**src/quicksort_sorter_top_assert.svh**
```systemverilog
// Assertion macros used by the sorter top level.
// Depends on nothing; files include this by bare name.
`ifndef QUICKSORT_SORTER_TOP_ASSERT_SVH
`define QUICKSORT_SORTER_TOP_ASSERT_SVH

// Implication checked in the same cycle.
`define QSS_ASSERT_NOW(lbl, ante, cons, msg) \
  lbl: assert property (@(posedge clk) disable iff (!rst_n) (ante) |-> (cons)) else $error(msg);

// Implication checked in the next cycle.
`define QSS_ASSERT_NEXT(lbl, ante, cons, msg) \
  lbl: assert property (@(posedge clk) disable iff (!rst_n) (ante) |=> (cons)) else $error(msg);

`endif

```
**src/qss_pkg.sv**
```systemverilog
// Package for the quicksort sorter: sequencer state type.
// Depends on nothing.
package qss_pkg;

  typedef enum logic [3:0] {
    ST_LOAD,
    ST_POP_RD,
    ST_POP_CHK,
    ST_PIV_RD,
    ST_PIV,
    ST_U_RD,
    ST_U_CMP,
    ST_L_RD,
    ST_L_CMP,
    ST_PLACE,
    ST_PUSH_LO,
    ST_PUSH_HI,
    ST_OUT_RD,
    ST_OUT
  } qss_state_t;

endpackage

```
**src/qss_ram.sv**
```systemverilog
// Generic simple dual-port RAM, one write and one registered read port.
// Depends on nothing.
module qss_ram #(
  parameter int WIDTH = 32,
  parameter int DEPTH = 32
) (
  input  logic                                    clk,
  input  logic                                    we,
  input  logic [(DEPTH > 1 ? $clog2(DEPTH) : 1)-1:0] waddr,
  input  logic [WIDTH-1:0]                        wdata,
  input  logic                                    re,
  input  logic [(DEPTH > 1 ? $clog2(DEPTH) : 1)-1:0] raddr,
  output logic [WIDTH-1:0]                        rdata
);

  logic [WIDTH-1:0] mem [DEPTH];

  always_ff @(posedge clk) begin
    if (we) begin
      mem[waddr] <= wdata;
    end
    if (re) begin
      rdata <= mem[raddr];
    end
  end

endmodule

```
**src/quicksort_sorter_top.sv**
```systemverilog
// Quick sort streaming sorter: top level with sequencer and two RAMs.
// Depends on qss_pkg, qss_ram and quicksort_sorter_top_assert.svh.
// Loading accepts one input beat per cycle; a beat without tlast gives nothing.
// On the tlast beat the set is sorted in place; every element compare is a
// RAM read state (U_RD or L_RD) followed by a compare state (U_CMP or L_CMP).
// Output reads each element from the element RAM before it offers the beat.
// Reset (rst_n, synchronous, active low) clears control state; RAMs are not cleared.
module quicksort_sorter_top #(
  parameter int CAPACITY   = 32,
  parameter int DATA_WIDTH = 32
) (
  input  logic                                  clk,
  input  logic                                  rst_n,
  input  logic                                  in_tvalid,
  output logic                                  in_tready,
  input  logic [((DATA_WIDTH + 7) / 8) * 8-1:0] in_tdata,   // [DATA_WIDTH-1:0] value
  input  logic                                  in_tlast,   // last
  output logic                                  out_tvalid,
  input  logic                                  out_tready,
  output logic [((DATA_WIDTH + 7) / 8) * 8-1:0] out_tdata,  // [DATA_WIDTH-1:0] sorted_value
  output logic                                  out_tlast,  // final_res
  output logic                                  out_tuser   // dropped
);

  import qss_pkg::*;

  localparam int TDW  = ((DATA_WIDTH + 7) / 8) * 8;
  localparam int IDXW = CAPACITY > 1 ? $clog2(CAPACITY) : 1;
  localparam int CNTW = $clog2(CAPACITY + 1) > IDXW ? $clog2(CAPACITY + 1) : IDXW;

  // Sequencer state and counters.
  qss_state_t state_r, state_nxt;
  logic [CNTW-1:0] cnt_r;      // elements held
  logic [CNTW-1:0] sp_r;       // pending ranges on the stack
  logic            ovf_r;      // an element was dropped in this set
  logic [CNTW-1:0] idx_r;      // output position

  // Partition working registers. The pivot value lives in pv_r; the store
  // entry at p_r is a hole that is filled with the pivot once the scan ends.
  logic [IDXW-1:0]       lb_r, ub_r, l_r, u_r, p_r;
  logic [DATA_WIDTH-1:0] pv_r;

  // RAM ports.
  logic                  st_we, st_re;
  logic [IDXW-1:0]       st_waddr, st_raddr;
  logic [DATA_WIDTH-1:0] st_wdata, st_rdata;
  logic                  sk_we, sk_re;
  logic [IDXW-1:0]       sk_waddr, sk_raddr;
  logic [2*IDXW-1:0]     sk_wdata, sk_rdata;

  // Derived conditions.
  logic            in_acc, out_acc, room, cmp_lt, cmp_gt, is_final, big_set;
  logic            push_lo, push_hi, stk_room;
  logic [CNTW-1:0] sp_dec;
  logic [IDXW-1:0] pop_lb, pop_ub, first_ub;

  assign in_acc   = in_tvalid && in_tready;
  assign out_acc  = out_tvalid && out_tready;
  assign room     = cnt_r < CNTW'(CAPACITY);
  assign cmp_lt   = $signed(st_rdata) < $signed(pv_r);
  assign cmp_gt   = $signed(st_rdata) > $signed(pv_r);
  assign is_final = (idx_r + 1'b1) == cnt_r;
  // Held count after this beat is at least two.
  assign big_set  = room ? (cnt_r != '0) : (CAPACITY > 1);
  assign first_ub = room ? cnt_r[IDXW-1:0] : IDXW'(CAPACITY - 1);
  assign push_lo  = {1'b0, p_r} > ({1'b0, lb_r} + 1'b1);
  assign push_hi  = ({1'b0, p_r} + 1'b1) < {1'b0, ub_r};
  assign stk_room = sp_r < CNTW'(CAPACITY);
  assign sp_dec   = sp_r - 1'b1;
  assign pop_lb   = sk_rdata[2*IDXW-1:IDXW];
  assign pop_ub   = sk_rdata[IDXW-1:0];

  // Element store: holds the set, sorted in place.
  qss_ram #(.WIDTH(DATA_WIDTH), .DEPTH(CAPACITY)) u_store (
    .clk   (clk),
    .we    (st_we),
    .waddr (st_waddr),
    .wdata (st_wdata),
    .re    (st_re),
    .raddr (st_raddr),
    .rdata (st_rdata)
  );

  // Range stack: pending {low, high} index pairs.
  qss_ram #(.WIDTH(2 * IDXW), .DEPTH(CAPACITY)) u_stack (
    .clk   (clk),
    .we    (sk_we),
    .waddr (sk_waddr),
    .wdata (sk_wdata),
    .re    (sk_re),
    .raddr (sk_raddr),
    .rdata (sk_rdata)
  );

  // Next-state logic.
  always_comb begin
    state_nxt = state_r;
    unique case (state_r)
      ST_LOAD: begin
        if (in_acc && in_tlast) begin
          state_nxt = big_set ? ST_POP_RD : ST_OUT_RD;
        end
      end
      ST_POP_RD:  state_nxt = (sp_r == '0) ? ST_OUT_RD : ST_POP_CHK;
      ST_POP_CHK: state_nxt = (pop_lb < pop_ub) ? ST_PIV_RD : ST_POP_RD;
      ST_PIV_RD:  state_nxt = ST_PIV;
      ST_PIV:     state_nxt = ST_U_RD;
      ST_U_RD:    state_nxt = (p_r == u_r) ? ST_PLACE : ST_U_CMP;
      ST_U_CMP:   state_nxt = cmp_lt ? ST_L_RD : ST_U_RD;
      ST_L_RD:    state_nxt = (p_r == l_r) ? ST_PLACE : ST_L_CMP;
      ST_L_CMP: begin
        if (!cmp_gt) begin
          state_nxt = ST_L_RD;
        end else begin
          state_nxt = (l_r < u_r) ? ST_U_RD : ST_PLACE;
        end
      end
      ST_PLACE:   state_nxt = ST_PUSH_LO;
      ST_PUSH_LO: state_nxt = ST_PUSH_HI;
      ST_PUSH_HI: state_nxt = ST_POP_RD;
      ST_OUT_RD:  state_nxt = ST_OUT;
      ST_OUT: begin
        if (out_acc) begin
          state_nxt = is_final ? ST_LOAD : ST_OUT_RD;
        end
      end
      default:    state_nxt = ST_LOAD;
    endcase
  end

  // Output and RAM control logic.
  always_comb begin
    in_tready  = 1'b0;
    out_tvalid = 1'b0;
    st_we      = 1'b0;
    st_waddr   = p_r;
    st_wdata   = st_rdata;
    st_re      = 1'b0;
    st_raddr   = u_r;
    sk_we      = 1'b0;
    sk_waddr   = sp_r[IDXW-1:0];
    sk_wdata   = {lb_r, IDXW'(p_r - 1'b1)};
    sk_re      = 1'b0;
    sk_raddr   = sp_dec[IDXW-1:0];
    unique case (state_r)
      ST_LOAD: begin
        in_tready = 1'b1;
        st_we     = in_acc && room;
        st_waddr  = cnt_r[IDXW-1:0];
        st_wdata  = in_tdata[DATA_WIDTH-1:0];
        // The whole set is the first pending range.
        sk_we     = in_acc && in_tlast && big_set;
        sk_waddr  = '0;
        sk_wdata  = {IDXW'(0), first_ub};
      end
      ST_POP_RD:  sk_re = (sp_r != '0);
      ST_PIV_RD: begin
        st_re    = 1'b1;
        st_raddr = lb_r;
      end
      ST_U_RD: begin
        st_re    = (p_r != u_r);
        st_raddr = u_r;
      end
      ST_U_CMP:   st_we = cmp_lt;
      ST_L_RD: begin
        st_re    = (p_r != l_r);
        st_raddr = l_r;
      end
      ST_L_CMP:   st_we = cmp_gt;
      ST_PLACE: begin
        st_we    = 1'b1;
        st_wdata = pv_r;
      end
      ST_PUSH_LO: sk_we = push_lo && stk_room;
      ST_PUSH_HI: begin
        sk_we    = push_hi && stk_room;
        sk_wdata = {IDXW'(p_r + 1'b1), ub_r};
      end
      ST_OUT_RD: begin
        st_re    = 1'b1;
        st_raddr = idx_r[IDXW-1:0];
      end
      ST_OUT:     out_tvalid = 1'b1;
      default:    in_tready = 1'b0;
    endcase
  end

  assign out_tdata = TDW'(st_rdata);
  assign out_tlast = is_final;
  assign out_tuser = ovf_r;

  // Control registers.
  always_ff @(posedge clk) begin
    if (!rst_n) begin
      state_r <= ST_LOAD;
      cnt_r   <= '0;
      sp_r    <= '0;
      ovf_r   <= 1'b0;
    end else begin
      state_r <= state_nxt;
      case (state_r)
        ST_LOAD: begin
          if (in_acc) begin
            if (room) begin
              cnt_r <= cnt_r + 1'b1;
            end else begin
              ovf_r <= 1'b1;
            end
            if (in_tlast && big_set) begin
              sp_r <= CNTW'(1);
            end
          end
        end
        ST_POP_RD: begin
          if (sp_r != '0) begin
            sp_r <= sp_dec;
          end
        end
        ST_PUSH_LO, ST_PUSH_HI: begin
          if (sk_we) begin
            sp_r <= sp_r + 1'b1;
          end
        end
        ST_OUT: begin
          if (out_acc && is_final) begin
            cnt_r <= '0;
            sp_r  <= '0;
            ovf_r <= 1'b0;
          end
        end
        default: begin
          cnt_r <= cnt_r;
        end
      endcase
    end
  end

  // Partition and output datapath registers.
  always_ff @(posedge clk) begin
    case (state_r)
      ST_POP_RD:  idx_r <= '0;
      ST_POP_CHK: begin
        lb_r <= pop_lb;
        ub_r <= pop_ub;
      end
      ST_PIV: begin
        pv_r <= st_rdata;
        l_r  <= lb_r;
        u_r  <= ub_r;
        p_r  <= lb_r;
      end
      ST_U_CMP: begin
        // Element below the pivot moves into the hole; the hole moves to u.
        if (cmp_lt) begin
          p_r <= u_r;
        end else begin
          u_r <= u_r - 1'b1;
        end
      end
      ST_L_CMP: begin
        if (cmp_gt) begin
          p_r <= l_r;
        end else begin
          l_r <= l_r + 1'b1;
        end
      end
      ST_OUT: begin
        if (out_acc) begin
          idx_r <= idx_r + 1'b1;
        end
      end
      default: begin
        idx_r <= (state_r == ST_LOAD) ? '0 : idx_r;
      end
    endcase
  end

  `include "quicksort_sorter_top_assert.svh"

  `QSS_ASSERT_NOW(a_stack_empty_load, in_tready, sp_r == '0, "range stack not empty while loading")
  `QSS_ASSERT_NOW(a_out_nonempty, out_tvalid, cnt_r != '0 && idx_r < cnt_r, "output beyond held set")
  `QSS_ASSERT_NEXT(a_no_load_mid_run, out_acc && !out_tlast, !in_tready, "input taken mid run")

endmodule

```
**config.mk**
```make
export PLATFORM = sky130hd
export DESIGN_NAME = quicksort_sorter_top
export DESIGN_NICKNAME = d
export VERILOG_FILES = /design/src/qss_pkg.sv /design/src/qss_ram.sv /design/src/quicksort_sorter_top.sv
export VERILOG_INCLUDE_DIRS = /design/src /design/src/src
export SDC_FILE = /design/constraint.sdc
export NUM_CORES = 2
export LEC_CHECK = 0
export ABC_AREA = 1
export BUFFER_PORTS_ARGS = -buffer_cell sky130_fd_sc_hd__buf_2
export CORE_AREA = 2 2 463 419
export CTS_CLUSTER_DIAMETER = 50
export DETAILED_ROUTE_END_ITERATION = 6
export DIE_AREA = 0 0 465 421
export PLACE_DENSITY_LB_ADDON = 0.05
export SYNTH_ARGS = -nofsm -noshare
export SYNTH_HDL_FRONTEND = slang
export SYNTH_SLANG_ARGS = --single-unit
```
**constraint.sdc**
```tcl
create_clock -name clk -period 5.2 [get_ports clk]
set_input_delay 0.78 -clock clk [delete_from_list [all_inputs] [get_ports clk]]
set_output_delay 0.78 -clock clk [all_outputs]
set_load 0.005 [all_outputs]
```
==> impl_metrics.env <==
export IMPL_status="finished, final reports clean"
export IMPL_io_pins=73
export IMPL_hold_end="sp_r[3]"
export IMPL_grt_pass1_wl_mm=324
export IMPL_post_cts_setup_buffers=0
export IMPL_clk_pin_slew_ns=0.06
export IMPL_row_count=153
export IMPL_place_congestion=0.854
export IMPL_avgSynthCellArea_um2=11.1
export IMPL_area_delta_synth_final_pct=15.6
export IMPL_syn_inst=5820
export IMPL_cts_buffers=190
export IMPL_min_path_cells=3
export IMPL_p_leak_nw=28.3
export IMPL_tightest_slew_ns=1.35
export IMPL_grt_max_degree=132
export IMPL_worst_ep_required_time_ns=5.70
export IMPL_cpPeakStageDelay_ns=0.88
export IMPL_dp_hpwl_mm=134
export IMPL_synth_edff_count=1449
export IMPL_cp_cell_sequence="ha_1 -> nand2_1 -> nor2_1 -> nand4_1 -> nor2_1 -> nand2_1 -> nand3_1 -> nand2_1 -> inv_1 -> nand2_1 -> nand4_1 -> nand2_1 -> nor2_4 -> buf_4"
export IMPL_cap_violations=0
export IMPL_drtIter0Drc=4307
export IMPL_rsz0062_at_grt="no"
export IMPL_post_cts_resized=0
export IMPL_synth_warnings=0
export IMPL_ys_flop_type="edfxtp_1"
export IMPL_layout_nets=6011
export IMPL_relSlewSlack=0.0968
export IMPL_total_power_mw=43.6
export IMPL_synth_top_area_frac=0.673
export IMPL_die_area_um2=196000
export IMPL_firstDrtPassIters=6
export IMPL_avgRoutedWirePerCell_um=25.9
export IMPL_grt_pass1_vias=42800
export IMPL_max_freq_mhz=231
export IMPL_cp_common_cell="nand2_1"
export IMPL_syn_area_um2=64600
export IMPL_async_flop_share=0
export IMPL_timing_final_crit_share=0.832
export IMPL_ys_seq_elements=1466
export IMPL_worst_path_max_fanout=23
export IMPL_min_period_ns=4.33
export IMPL_core_um2=192000
export IMPL_die_y_um=421
export IMPL_start_util=0.337
export IMPL_cts_tree="yes"
export IMPL_cellPowerDensity_nw_per_um2=584
export IMPL_end_kind="register"
export IMPL_clock_sinks=1466
export IMPL_ir_drop_mv=0.388
export IMPL_clkLatencyLatePin_ns=0.82
export IMPL_worstHoldStart="rst_n"
export IMPL_synth_area_leaders="edfxtp_1 (67%), nand3_1 (8.0%), nand2_1 (7.8%)"
export IMPL_critPathSlowestCell="nor2_4"
export IMPL_htreeDepth=4
export IMPL_regToRegSetupSlack_ns=0.87
export IMPL_tns_ns=0
export IMPL_drc=0
export IMPL_hold_violations=0
export IMPL_fp_dieW_um=465
export IMPL_synth_fp_nets=5916
export IMPL_startpoint_type="register"
export IMPL_grt_antenna_before_repair=10
export IMPL_port_buffers=72
export IMPL_slew_violations=0
export IMPL_synth_top_area_cell="edfxtp_1"
export IMPL_finalClockSkew_ns=0.0291
export IMPL_critPathKind="reg -> reg"
export IMPL_cts_root_buf="clkbuf_16"
export IMPL_grt_usage=0.226
export IMPL_hold_buffers=0
export IMPL_drive_above_1_share=0.102
export IMPL_reg2regPathDepth=14
export IMPL_postRouteWirelength_mm=224
export IMPL_yosysSeqAreaShare=0.679
export IMPL_synth_distinct_cells=44
export IMPL_stdcell_count=8629
export IMPL_routed_via_density=5.13
export IMPL_rr_endpoint="u_store.mem[7][4]"
export IMPL_numPlacedInstances=8280
export IMPL_vias=44300
export IMPL_setup_violations=0
export IMPL_clockBufferDepth=3
export IMPL_worstHoldPathType="in -> reg"
export IMPL_globalRoute_totalOverflow=0
export IMPL_synth_most_common_cell="edfxtp_1"
export IMPL_synth_common_cells="edfxtp_1 (1449), nand2_1 (1345), nand3_1 (1038)"
export IMPL_holdWs_ns=0.327
export IMPL_ant_nets=0
export IMPL_crit_arrival_ns=4.83
export IMPL_reg2reg_from="u_store.rdata[22]"
[layout by cell type, fill, tap and decap left out, types with 35 or more instances in the layout]
cell / Yosys / final
o221ai_1: 42 / 38
clkinv_1: 2 / 39
nor2_4: 2 / 38
buf_2: 220 / 72
a21oi_1: 37 / 36
o211ai_1: 63 / 63
nand3_1: 1038 / 1037
edfxtp_1: 1449 / 1449
buf_4: 3 / 160
inv_1: 522 / 519
nor2_1: 353 / 319
clkbuf_1: 111 / 35
nand2_1: 1345 / 1344
o21ai_0: 139 / 136
ha_1: 59 / 58
clkbuf_16: 0 / 192
nand3b_1: 194 / 194
o32ai_1: 49 / 49
[kinds of logic (layout without fill, tap and decap cells)]
logic type | count (synthesis) | in the layout | share of synthesized area
simple gates | 2974 | 2974 | 0.207
flops | 1466 | 1466 | 0.679
buf+inv | 889 | 1140 | 0.0567
compound gates | 366 | 366 | 0.0371
fa+ha+maj | 59 | 59 | 0.0114
xor+xnor | 35 | 35 | 0.00474
mux | 31 | 31 | 0.00480
other cells | 0 | 1 | 0
[worst max-delay path: cells and delay by family, from the launching register on]
kind	cells	cell delay (ns)
buffers and inverters	2	0.48
flip-flops	1	0.44
adder cells (fa/ha/maj)	1	0.31
AND/OR/NAND/NOR	11	2.74
[worst max path at each step]
stage / startpoint / end / cells past startpoint
floorplan: u_store.rdata[31] / u_store.mem[0][0] / 13
global placement: u_store.rdata[19] / u_store.mem[7][9] / 17
detailed placement: u_store.rdata[23] / u_store.mem[15][9] / 14
CTS: u_store.rdata[22] / u_store.mem[15][6] / 14
global route: u_store.rdata[22] / u_store.mem[7][4] / 14
finish: u_store.rdata[22] / u_store.mem[7][4] / 14
[metal layers]
metal	track usage	up-vias	part of all wire
met2	0.341	1218	0.45
li1	-	20500	-
met3	0.0304	269	0.049
met5	0	-	0.00010
met1	0.342	22300	0.48
met4	0.0551	4	0.022
[area by class of cell]
cell class              count  area, um2
well taps                2557       3200
flip-flops and latches   1466      43900
clock buffers             229       4960
repair buffers            259       2100
fillers                 18600     117000
clock inverters           119       1060
multi-input cells        3465      17500
diodes                      1       2.50
inverters                 533       2020
[where the power goes]
part           total [mW]  internal, mW  switching [mW]
sequential           16.7          16.3           0.405
clock                12.7          7.38            5.31
combinational        14.3          3.13            11.1
total                43.6          26.8            16.8
[sequential cells by signal (all words and copies together), names as in the netlist]
register and count:
cnt_r 6, idx_r 6, l_r 5, lb_r 5, out_tuser 1, p_r 5
pv_r 32, sp_r 6, state_r 4, u_r 5, u_stack.mem 320, u_stack.rdata 10
u_store.mem 1024, u_store.rdata 32, ub_r 5
[per-stage QoR]
step / setup WS, ns / instance area (um2) / utilization
final: 0.872 / 74700 / 0.390
after floorplan: 1.51 / 64600 / -
after global routing: 0.556 / 74700 / 0.390
after detailed placement: 0.865 / 68700 / 0.358
after global placement: 0.926 / 68700 / 0.358
after CTS: 0.838 / 74700 / 0.390
Power figures use the tool's default switching activity.
